==> src/rtl/core/mash_pkg.sv <==
// ----------------------------------------------------------------------------
// Multi-algorithm string hash package
// Shared mode codes, constants and the queue entry type.
// ----------------------------------------------------------------------------
package mash_pkg;

    localparam logic [2:0] MODE_DJB2   = 3'd0;
    localparam logic [2:0] MODE_FNV    = 3'd1;
    localparam logic [2:0] MODE_MURMUR = 3'd2;
    localparam logic [2:0] MODE_CRC    = 3'd3;
    localparam logic [2:0] MODE_SDBM   = 3'd4;

    localparam logic [63:0] DJB2_INIT = 64'd5381;
    localparam logic [63:0] FNV_INIT  = 64'hcbf29ce484222325;
    localparam logic [63:0] FNV_PRIME = 64'h00000100000001b3;
    localparam logic [31:0] CRC_INIT  = 32'hFFFFFFFF;
    localparam logic [31:0] CRC_POLY  = 32'hEDB88320;
    localparam logic [31:0] MUR_C1    = 32'hcc9e2d51;
    localparam logic [31:0] MUR_C2    = 32'h1b873593;
    localparam logic [31:0] MUR_N     = 32'he6546b64;
    localparam logic [31:0] MUR_F1    = 32'h85ebca6b;
    localparam logic [31:0] MUR_F2    = 32'hc2b2ae35;

    // One classified item handed from front to back.
    typedef struct packed {
        logic [7:0] data;
        logic       start;
        logic       absorb;
        logic       last;
    } work_t;

endpackage

==> src/rtl/core/mash_if.sv <==
// ----------------------------------------------------------------------------
// Hash stream interfaces
// Valid/ready channels for input bytes and finished hashes.
// ----------------------------------------------------------------------------
interface mash_in_if;
    logic       valid;
    logic       ready;
    logic [7:0] data_byte;
    logic       last_byte;
    logic       no_data;
    modport source (output valid, data_byte, last_byte, no_data, input ready);
    modport sink (input valid, data_byte, last_byte, no_data, output ready);
endinterface

interface mash_out_if;
    logic        valid;
    logic        ready;
    logic [63:0] hash_value;
    modport source (output valid, hash_value, input ready);
    modport sink (input valid, hash_value, output ready);
endinterface

==> src/rtl/core/mash_front.sv <==
// ----------------------------------------------------------------------------
// Hash front end
// Accepts items, tracks string boundaries, queues classified work.
// ----------------------------------------------------------------------------
module mash_front
(
    input  logic              clk,
    input  logic              rst_n,
    input  logic              cfg_clear,
    mash_in_if.sink           in_ch,
    output logic              q_valid,
    output mash_pkg::work_t   q_data,
    input  logic              q_pop
);

    mash_pkg::work_t q_reg [2];
    logic [1:0] count_reg;
    logic       wr_ptr_reg;
    logic       rd_ptr_reg;
    logic       in_string_reg;
    logic       push;
    mash_pkg::work_t entry;

    assign in_ch.ready = (count_reg != 2'd2);
    assign push = in_ch.valid && in_ch.ready;
    assign entry.data = in_ch.data_byte;
    assign entry.start = !in_string_reg;
    assign entry.absorb = !in_ch.no_data;
    assign entry.last = in_ch.last_byte;
    assign q_valid = (count_reg != 2'd0);
    assign q_data = q_reg[rd_ptr_reg];

    always_ff @(posedge clk)
    begin
        if (push)
        begin
            q_reg[wr_ptr_reg] <= entry;
        end
    end

    always_ff @(posedge clk or negedge rst_n)
    begin
        if (!rst_n)
        begin
            count_reg <= 2'd0;
            wr_ptr_reg <= 1'b0;
            rd_ptr_reg <= 1'b0;
            in_string_reg <= 1'b0;
        end
        else
        begin
            if (push)
            begin
                wr_ptr_reg <= ~wr_ptr_reg;
            end
            if (q_pop)
            begin
                rd_ptr_reg <= ~rd_ptr_reg;
            end
            count_reg <= count_reg + {1'b0, push} - {1'b0, q_pop};
            if (cfg_clear)
            begin
                in_string_reg <= 1'b0;
            end
            else if (push)
            begin
                in_string_reg <= !in_ch.last_byte;
            end
        end
    end

endmodule

==> src/rtl/core/mash_back.sv <==
// ----------------------------------------------------------------------------
// Hash back end
// Pops an item, registers the Murmur multiply, absorbs the byte; ST_FIN1..ST_FIN3 and ST_OUT finish a string.
// ----------------------------------------------------------------------------
module mash_back
#(
    parameter int LENGTH_BITS = 32
)
(
    input  logic                 clk,
    input  logic                 rst_n,
    input  logic [2:0]           hash_mode,
    input  logic                 q_valid,
    input  mash_pkg::work_t      q_data,
    output logic                 q_pop,
    mash_out_if.source           out_ch
);

    typedef enum logic [2:0] {
        ST_IDLE, ST_MIX, ST_FIN1, ST_FIN2, ST_FIN3, ST_OUT
    } state_t;

    state_t           state_reg;
    logic [63:0]      acc_reg;
    logic [23:0]      pend_reg;
    logic [LENGTH_BITS-1:0] count_reg;
    logic [63:0]      tmp_reg;
    logic [7:0]       byte_reg;
    logic             last_reg;
    logic             absorb_reg;
    logic [63:0]      hash_reg;
    logic             out_valid_reg;

    logic [63:0]      acc_start;
    logic [LENGTH_BITS-1:0] count_start;
    logic [23:0]      pend_start;
    logic [1:0]       pos;
    logic [31:0]      k_in;
    logic [31:0]      k1;
    logic [31:0]      k_rot;
    logic [31:0]      k2;
    logic [31:0]      h1;
    logic [31:0]      crc;
    logic [63:0]      fnv_x;
    logic [31:0]      len32;
    logic [31:0]      fin_a;
    logic [31:0]      fin_b;

    function automatic logic [31:0] rotl(input logic [31:0] x, input int r);
        rotl = (x << r) | (x >> (32 - r));
    endfunction

    assign pos = count_reg[1:0];
    assign len32 = 32'(count_reg);
    assign out_ch.valid = out_valid_reg;
    assign out_ch.hash_value = hash_reg;
    assign q_pop = (state_reg == ST_IDLE) && q_valid;

    always_comb
    begin
        unique case (hash_mode)
            mash_pkg::MODE_DJB2: acc_start = mash_pkg::DJB2_INIT;
            mash_pkg::MODE_FNV:  acc_start = mash_pkg::FNV_INIT;
            mash_pkg::MODE_CRC:  acc_start = {32'd0, mash_pkg::CRC_INIT};
            default:             acc_start = 64'd0;
        endcase
        count_start = q_data.start ? '0 : count_reg;
        pend_start = q_data.start ? 24'd0 : pend_reg;
    end

    // Murmur block word; in the finish path the tail stands alone.
    always_comb
    begin
        k_in = (state_reg == ST_MIX) ? {byte_reg, pend_reg} : {8'd0, pend_reg};
        k1 = tmp_reg[31:0];
        k_rot = rotl(k1, 15);
        k2 = k_rot * mash_pkg::MUR_C2;
        h1 = rotl(acc_reg[31:0] ^ k2, 13);
        crc = acc_reg[31:0] ^ {24'd0, byte_reg};
        for (int i = 0; i < 8; i++)
        begin
            crc = crc[0] ? ((crc >> 1) ^ mash_pkg::CRC_POLY) : (crc >> 1);
        end
        fnv_x = acc_reg ^ {56'd0, byte_reg};
        fin_a = tmp_reg[31:0] ^ (tmp_reg[31:0] >> 16);
        fin_b = tmp_reg[63:32] ^ (tmp_reg[63:32] >> 13);
    end

    always_ff @(posedge clk or negedge rst_n)
    begin
        if (!rst_n)
        begin
            state_reg <= ST_IDLE;
            out_valid_reg <= 1'b0;
            acc_reg <= 64'd0;
            pend_reg <= 24'd0;
            count_reg <= '0;
            tmp_reg <= 64'd0;
            byte_reg <= 8'd0;
            last_reg <= 1'b0;
            absorb_reg <= 1'b0;
            hash_reg <= 64'd0;
        end
        else
        begin
            if (out_valid_reg && out_ch.ready)
            begin
                out_valid_reg <= 1'b0;
            end
            unique case (state_reg)
                ST_IDLE:
                begin
                    if (q_pop)
                    begin
                        if (q_data.start)
                        begin
                            acc_reg <= acc_start;
                        end
                        pend_reg <= pend_start;
                        count_reg <= count_start;
                        byte_reg <= q_data.data;
                        last_reg <= q_data.last;
                        absorb_reg <= q_data.absorb;
                        // Murmur scramble first multiply, registered.
                        tmp_reg <= {32'd0, {q_data.data, pend_start} * mash_pkg::MUR_C1};
                        state_reg <= ST_MIX;
                    end
                end
                ST_MIX:
                begin
                    if (absorb_reg)
                    begin
                        count_reg <= count_reg + {{(LENGTH_BITS-1){1'b0}}, 1'b1};
                        unique case (hash_mode)
                            mash_pkg::MODE_DJB2:
                                acc_reg <= (acc_reg << 5) + acc_reg + {56'd0, byte_reg};
                            mash_pkg::MODE_FNV:
                                // Multiply by the prime 2^40 + 0x1b3 as shifts and adds.
                                acc_reg <= (fnv_x << 40) + (fnv_x << 8) + (fnv_x << 7)
                                           + (fnv_x << 5) + (fnv_x << 4) + (fnv_x << 1)
                                           + fnv_x;
                            mash_pkg::MODE_MURMUR:
                            begin
                                unique case (pos)
                                    2'd3:
                                    begin
                                        acc_reg <= {32'd0, h1 * 32'd5 + mash_pkg::MUR_N};
                                        pend_reg <= 24'd0;
                                    end
                                    2'd2: pend_reg <= {byte_reg, pend_reg[15:0]};
                                    2'd1: pend_reg <= {8'd0, byte_reg, pend_reg[7:0]};
                                    default: pend_reg <= {16'd0, byte_reg};
                                endcase
                            end
                            mash_pkg::MODE_CRC:
                                acc_reg <= {32'd0, crc};
                            mash_pkg::MODE_SDBM:
                                acc_reg <= {56'd0, byte_reg} + (acc_reg << 6)
                                           + (acc_reg << 16) - acc_reg;
                            default: ;
                        endcase
                    end
                    state_reg <= last_reg ? ST_FIN1 : ST_IDLE;
                end
                ST_FIN1:
                begin
                    // Tail scramble, first multiply.
                    tmp_reg <= {32'd0, k_in * mash_pkg::MUR_C1};
                    state_reg <= ST_FIN2;
                end
                ST_FIN2:
                begin
                    tmp_reg <= {32'd0, (acc_reg[31:0] ^ ((pos != 2'd0) ? k2 : 32'd0)
                                ^ len32)};
                    state_reg <= ST_FIN3;
                end
                ST_FIN3:
                begin
                    tmp_reg <= {fin_a * mash_pkg::MUR_F1, 32'd0};
                    state_reg <= ST_OUT;
                end
                default:
                begin
                    if (!out_valid_reg)
                    begin
                        unique case (hash_mode) inside
                            mash_pkg::MODE_DJB2, mash_pkg::MODE_FNV, mash_pkg::MODE_SDBM:
                                hash_reg <= acc_reg;
                            mash_pkg::MODE_MURMUR:
                            begin
                                hash_reg <= {32'd0, (fin_b * mash_pkg::MUR_F2)
                                            ^ ((fin_b * mash_pkg::MUR_F2) >> 16)};
                            end
                            mash_pkg::MODE_CRC:
                                hash_reg <= {32'd0, acc_reg[31:0] ^ mash_pkg::CRC_INIT};
                            default: hash_reg <= 64'd0;
                        endcase
                        out_valid_reg <= 1'b1;
                        state_reg <= ST_IDLE;
                    end
                end
            endcase
        end
    end

endmodule

==> src/rtl/core/multi_algorithm_string_hash_top.sv <==
// ----------------------------------------------------------------------------
// Multi-algorithm string hash top level
// Streams string bytes through djb2, FNV-1a 64, Murmur3-32, CRC-32 or sdbm.
// ----------------------------------------------------------------------------
// Each input transfer carries one byte; the back end pops a byte and
// registers the Murmur block multiply, then updates the running hash, and
// the last item of a string adds the finish states ST_FIN1, ST_FIN2 and
// ST_FIN3 plus ST_OUT, which loads the result register. A two-entry queue
// lets the front accept items while the back works. A finished hash waiting
// on the output holds the back end only when it reaches the next last item;
// bytes before it keep flowing. The user must write hash_mode only while
// idle; the block does not enforce this. A write abandons any string in
// progress. The 32-bit modes return their hash zero-extended; modes 5..7
// return zero.
module multi_algorithm_string_hash_top
#(
    parameter int LENGTH_BITS = 32
)
(
    input  logic       clk,
    input  logic       rst_n,
    input  logic       cfg_we,
    input  logic [2:0] cfg_wdata,
    mash_in_if.sink    in_ch,
    mash_out_if.source out_ch
);

    logic [2:0]      mode_reg;
    logic            q_valid;
    logic            q_pop;
    mash_pkg::work_t q_data;

    // Hold the mode until the next register write.
    always_ff @(posedge clk or negedge rst_n)
    begin
        if (!rst_n)
        begin
            mode_reg <= mash_pkg::MODE_DJB2;
        end
        else if (cfg_we)
        begin
            mode_reg <= cfg_wdata;
        end
    end

    mash_front u_front
    (
        .clk      (clk),
        .rst_n    (rst_n),
        .cfg_clear(cfg_we),
        .in_ch    (in_ch),
        .q_valid  (q_valid),
        .q_data   (q_data),
        .q_pop    (q_pop)
    );

    mash_back #(.LENGTH_BITS(LENGTH_BITS)) u_back
    (
        .clk      (clk),
        .rst_n    (rst_n),
        .hash_mode(mode_reg),
        .q_valid  (q_valid),
        .q_data   (q_data),
        .q_pop    (q_pop),
        .out_ch   (out_ch)
    );

`ifndef SYNTH
    // A result stays put until it is taken.
    a_out_hold: assert property (@(posedge clk) disable iff (!rst_n)
        out_ch.valid && !out_ch.ready |=> out_ch.valid && $stable(out_ch.hash_value))
        else $error("result dropped while stalled");
    // The 32-bit modes never set the upper word.
    a_zero_ext: assert property (@(posedge clk) disable iff (!rst_n)
        out_ch.valid && (mode_reg == mash_pkg::MODE_CRC || mode_reg == mash_pkg::MODE_MURMUR)
        |-> out_ch.hash_value[63:32] == 32'd0)
        else $error("32-bit hash not zero-extended");
    // Never pop from an empty queue.
    a_pop_valid: assert property (@(posedge clk) disable iff (!rst_n)
        q_pop |-> q_valid)
        else $error("queue underflow");
`endif

endmodule

==> src/flat_wrapper.sv <==
// flat-port wrapper written by rule: the top's interface ports become plain ports
module multi_algorithm_string_hash_top_flat 
#(
    parameter int LENGTH_BITS = 32
)
  (clk, rst_n, cfg_we, cfg_wdata, in_ch_valid, in_ch_data_byte, in_ch_last_byte, in_ch_no_data, in_ch_ready, out_ch_valid, out_ch_hash_value, out_ch_ready);
  mash_in_if in_ch_i ();
  mash_out_if out_ch_i ();
  input  logic clk;
  input  logic rst_n;
  input  logic cfg_we;
  input  logic [2:0] cfg_wdata;
  input wire logic [$bits(in_ch_i.valid)-1:0] in_ch_valid;
  input wire logic [$bits(in_ch_i.data_byte)-1:0] in_ch_data_byte;
  input wire logic [$bits(in_ch_i.last_byte)-1:0] in_ch_last_byte;
  input wire logic [$bits(in_ch_i.no_data)-1:0] in_ch_no_data;
  output wire logic [$bits(in_ch_i.ready)-1:0] in_ch_ready;
  output wire logic [$bits(out_ch_i.valid)-1:0] out_ch_valid;
  output wire logic [$bits(out_ch_i.hash_value)-1:0] out_ch_hash_value;
  input wire logic [$bits(out_ch_i.ready)-1:0] out_ch_ready;
  assign in_ch_i.valid = in_ch_valid;
  assign in_ch_i.data_byte = in_ch_data_byte;
  assign in_ch_i.last_byte = in_ch_last_byte;
  assign in_ch_i.no_data = in_ch_no_data;
  assign in_ch_ready = in_ch_i.ready;
  assign out_ch_valid = out_ch_i.valid;
  assign out_ch_hash_value = out_ch_i.hash_value;
  assign out_ch_i.ready = out_ch_ready;
  multi_algorithm_string_hash_top #(.LENGTH_BITS(LENGTH_BITS)) u_core (.clk(clk), .rst_n(rst_n), .cfg_we(cfg_we), .cfg_wdata(cfg_wdata), .in_ch(in_ch_i), .out_ch(out_ch_i));
endmodule
==> config.mk <==
export PLATFORM = sky130hd
export DESIGN_NAME = multi_algorithm_string_hash_top_flat
export DESIGN_NICKNAME = d
export VERILOG_FILES = /design/src/rtl/core/mash_pkg.sv /design/src/rtl/core/mash_if.sv /design/src/rtl/core/mash_front.sv /design/src/rtl/core/mash_back.sv /design/src/rtl/core/multi_algorithm_string_hash_top.sv /design/src/flat_wrapper.sv
export SDC_FILE = /design/constraint.sdc
export NUM_CORES = 2
export LEC_CHECK = 0
export ABC_AREA = 1
export CORE_ASPECT_RATIO = 1.25
export CORE_UTILIZATION = 70
export DETAILED_ROUTE_END_ITERATION = 6
export DONT_BUFFER_PORTS = 1
export PLACE_DENSITY_LB_ADDON = 0.2
export SETUP_SLACK_MARGIN = 0.02
export SLEW_MARGIN = 20
export SYNTH_ARGS = -nofsm -noshare
export SYNTH_HDL_FRONTEND = slang
export SYNTH_SLANG_ARGS = --single-unit
==> constraint.sdc <==
create_clock -name clk -period 24.4 [get_ports clk]
set_input_delay 3.66 -clock clk [delete_from_list [all_inputs] [get_ports clk]]
set_output_delay 3.66 -clock clk [all_outputs]
set_load 0.1 [all_outputs]
==> out/qor.csv <==
stage;metric;value;unit
logic_synthesis;synth-main-ff-cell;dfrtp_1;
layout;num-fill-cells;8949;
run_status;status;complete, but fails checks;
logic_synthesis;synth-xor-area-share;0.0411;
global_route;gr-total-overflow;0;
worst_setup_path;crit_required;24.97;ns
worst_setup_path;crit_arrival;10.46;ns
logic_synthesis;syn_area;83500;um^2
route;dr.pass1.iters;7;
layout;drive_gt1_frac;0.0239;
route;drt_iter0_drc;9642;
logic_synthesis;netlist_instances;10700;
logic_synthesis;synthAdderAreaFrac;0.484;
timing;slew_headroom;0.0588;
floorplan;ioPinCount;84;
worst_setup_path;ff2ff_setup_slack;14.52;ns
placed_design;pre_cts_ws;14.86;ns
worst_setup_path;slowest_delay;0.75;ns
logic_synthesis;synth_area_leaders;fa_1, ha_1, inv_1;
clock_network;insertion_delay;0.71;ns
worst_setup_path;slowest_stage;dfrtp_1;
logic_synthesis;synth_seq_area_share;0.0888;
worst_setup_path;critPathCaptureType;register;
clock_network;post_cts_resized;0;
timing;setup_violations;0;
logic_synthesis;synth_enable_flop_cells;22;
layout;final_nets;13200;
global_route;met1_usage;0.595;
floorplan;core-area;118000;um^2
worst_setup_path;cp_common_cell;nand2_1;
worst_setup_path;critPathLaunchType;register;
clock_network;cts_buffers;38;
clock_network;cts.path.max_buffers;3;
timing;period_minus_slack;9.88;ns
logic_synthesis;yosys.area_share.simple;0.159;
global_route;busiest_layer;met2;
timing;drv_slew;0;
global_route;grt_usage;0.542;
clock_network;clk_pin_slew_worst_paths;0.07;ns
timing;worst_slew_pin_slew;1.40;ns
logic_synthesis;ys_seq_elements;292;
timing;min_period_over_period;0.405;
global_route;gr-usage-met3;0.196;
clock_network;htreeDepth;2;
placed_design;gp_congestion;1.15;
timing;fin_skew;0.0709;ns
floorplan;dieArea;121000;um^2
worst_setup_path;critPathKind;reg -> reg;
timing;fin_ws;14.52;ns
global_route;antenna_found_initial;23;
logic_synthesis;synth_compound_area_frac;0.101;
clock_network;cts_hold_buf;0;
placed_design;place_hpwl;265;mm
global_route;grt_pass1_vias;81600;
global_route;grt_pass1_wl;485;mm
logic_synthesis;synthMuxAreaShare;0.000120;
clock_network;cts_setup_buffers;0;
route;vias;78600;
layout;area_growth;4.29;%
logic_synthesis;syn_nets;13200;
route;routed_wl;323;mm
route;drc;22;
placed_design;portBuffers;0;
timing;finalHoldViolCount;0;
route;ant_nets;0;
flow_run;drv_cap;0;
worst_setup_path;cp_max_fo;13;
logic_synthesis;yosysMostFrequentCell;inv_1;
clock_network;cts_tree;built;
floorplan;die_h;388;um
layout;utilization;0.737;
route;vias_per_cell;6.39;
floorplan;rows;141;
floorplan;initial_core_util;0.707;
logic_synthesis;synth.avg_cell_area;7.81;um^2
logic_synthesis;synthTopCellsByCount;inv_1, nand2_1, ha_1;
worst_hold_path;hp-class;reg -> reg;
logic_synthesis;yosysTopAreaCellShare;0.285;
timing;rsz0062_at_grt;no;
global_route;grt_max_degree;271;
global_route;met2_usage;0.799;
run_status;violations;design-rule violations;
logic_synthesis;synth.distinct_cells;62;
timing;fmax;101;MHz
logic_synthesis;ys_warn_count;0;
timing;final.setup.tns;0;ns
logic_synthesis;yosysTopAreaCell;fa_1;
logic_synthesis;synth_top_family_by_area;adder cells;
clock_network;numClockSinks;292;
route;routedWlPerCell;26.3;um
logic_synthesis;async_flop_share;0.925;
floorplan;die_w;311;um
clock_network;cts_root_buf;clkbuf_16;
[through the flow]
step / cell area, um^2 / cells / hold slack, ns
6_report: 87100 / 12300 / 0.504
5_1_grt: 87100 / 12300 / 0.529
4_1_cts: 87000 / 12300 / 0.498
3_5_place_dp: 85700 / 12200 / 0.489
3_3_place_gp: 85600 / 12200 / 0.483
2_1_floorplan: 83500 / 10700 / 0.452
[worst paths after layout]
path                                        startpoint                                  end  cells past startpoint
min                        u_core.u_back.count_reg[31]          u_core.u_back.count_reg[31]                      1
max in group asynchronous                        rst_n           u_core.u_back.pend_reg[18]                      0
min reg2reg                u_core.u_back.count_reg[31]          u_core.u_back.count_reg[31]                      1
max reg2reg                  u_core.u_back.tmp_reg[20]            u_core.u_back.acc_reg[18]                     45
min in group asynchronous                        rst_n  u_core.u_back.out_ch.hash_value[14]                      0
max                          u_core.u_back.tmp_reg[20]            u_core.u_back.acc_reg[18]                     45
[layer usage]
| metal | routed length [um] | vias to the layer above |
|---|---|---|
| li1 | - | 33500 |
| met3 | 41500 | 2335 |
| met5 | 195 | - |
| met4 | 41600 | 26 |
| met1 | 105000 | 36800 |
| met2 | 135000 | 6010 |
[worst max-delay path: cells and delay by family (launching register included)]
family | cells | cell delay (ns)
adders and majority gates | 12 | 4.22
AOI/OAI and AO/OA | 8 | 2.20
and+or+nand+nor | 16 | 1.65
DFF | 1 | 0.75
xor gates and xnor gates | 2 | 0.49
buffers and inverters | 7 | 0.46
[kinds of logic after synthesis]
logic type,count (synthesis)
AOI/OAI and AO/OA,1527
xor gates and xnor gates,391
adders and majority gates,2515
buffers and inverters,2807
DFF,292
muxes,1
and+or+nand+nor,3166
[area by class of cell]
cell class                 count  area (um^2)  area share
clock buffer                  44         1000      0.0115
tap                         1573         1970      0.0226
sequential                   292         7420      0.0851
antenna                        9         22.5    0.000259
timing repair buffer          89          672     0.00771
clock inverter                26          374     0.00429
multi-input combinational   7600        65600       0.753
inverter                    2670        10000       0.115
[layout by cell type, fill, tap and decap left out, drive strengths merged, types with 22 or more instances in the layout]
cell	count
a21o	48
a21oi	628
a31oi	40
buf	88
clkbuf	45
dfrtp	270
edfxtp	22
fa	1191
ha	1324
inv	2669
nand2	1711
nand3	446
nand3b	47
nand4	95
nor2	701
nor3	87
o211ai	29
o21a	27
o21ai	567
o21bai	41
o22ai	26
o31ai	38
or2	52
xnor2	193
xor2	198
Power is left out: the tool's default activity adds up to more than one toggle a clock period on the data nets, which glitch-free logic cannot reach.
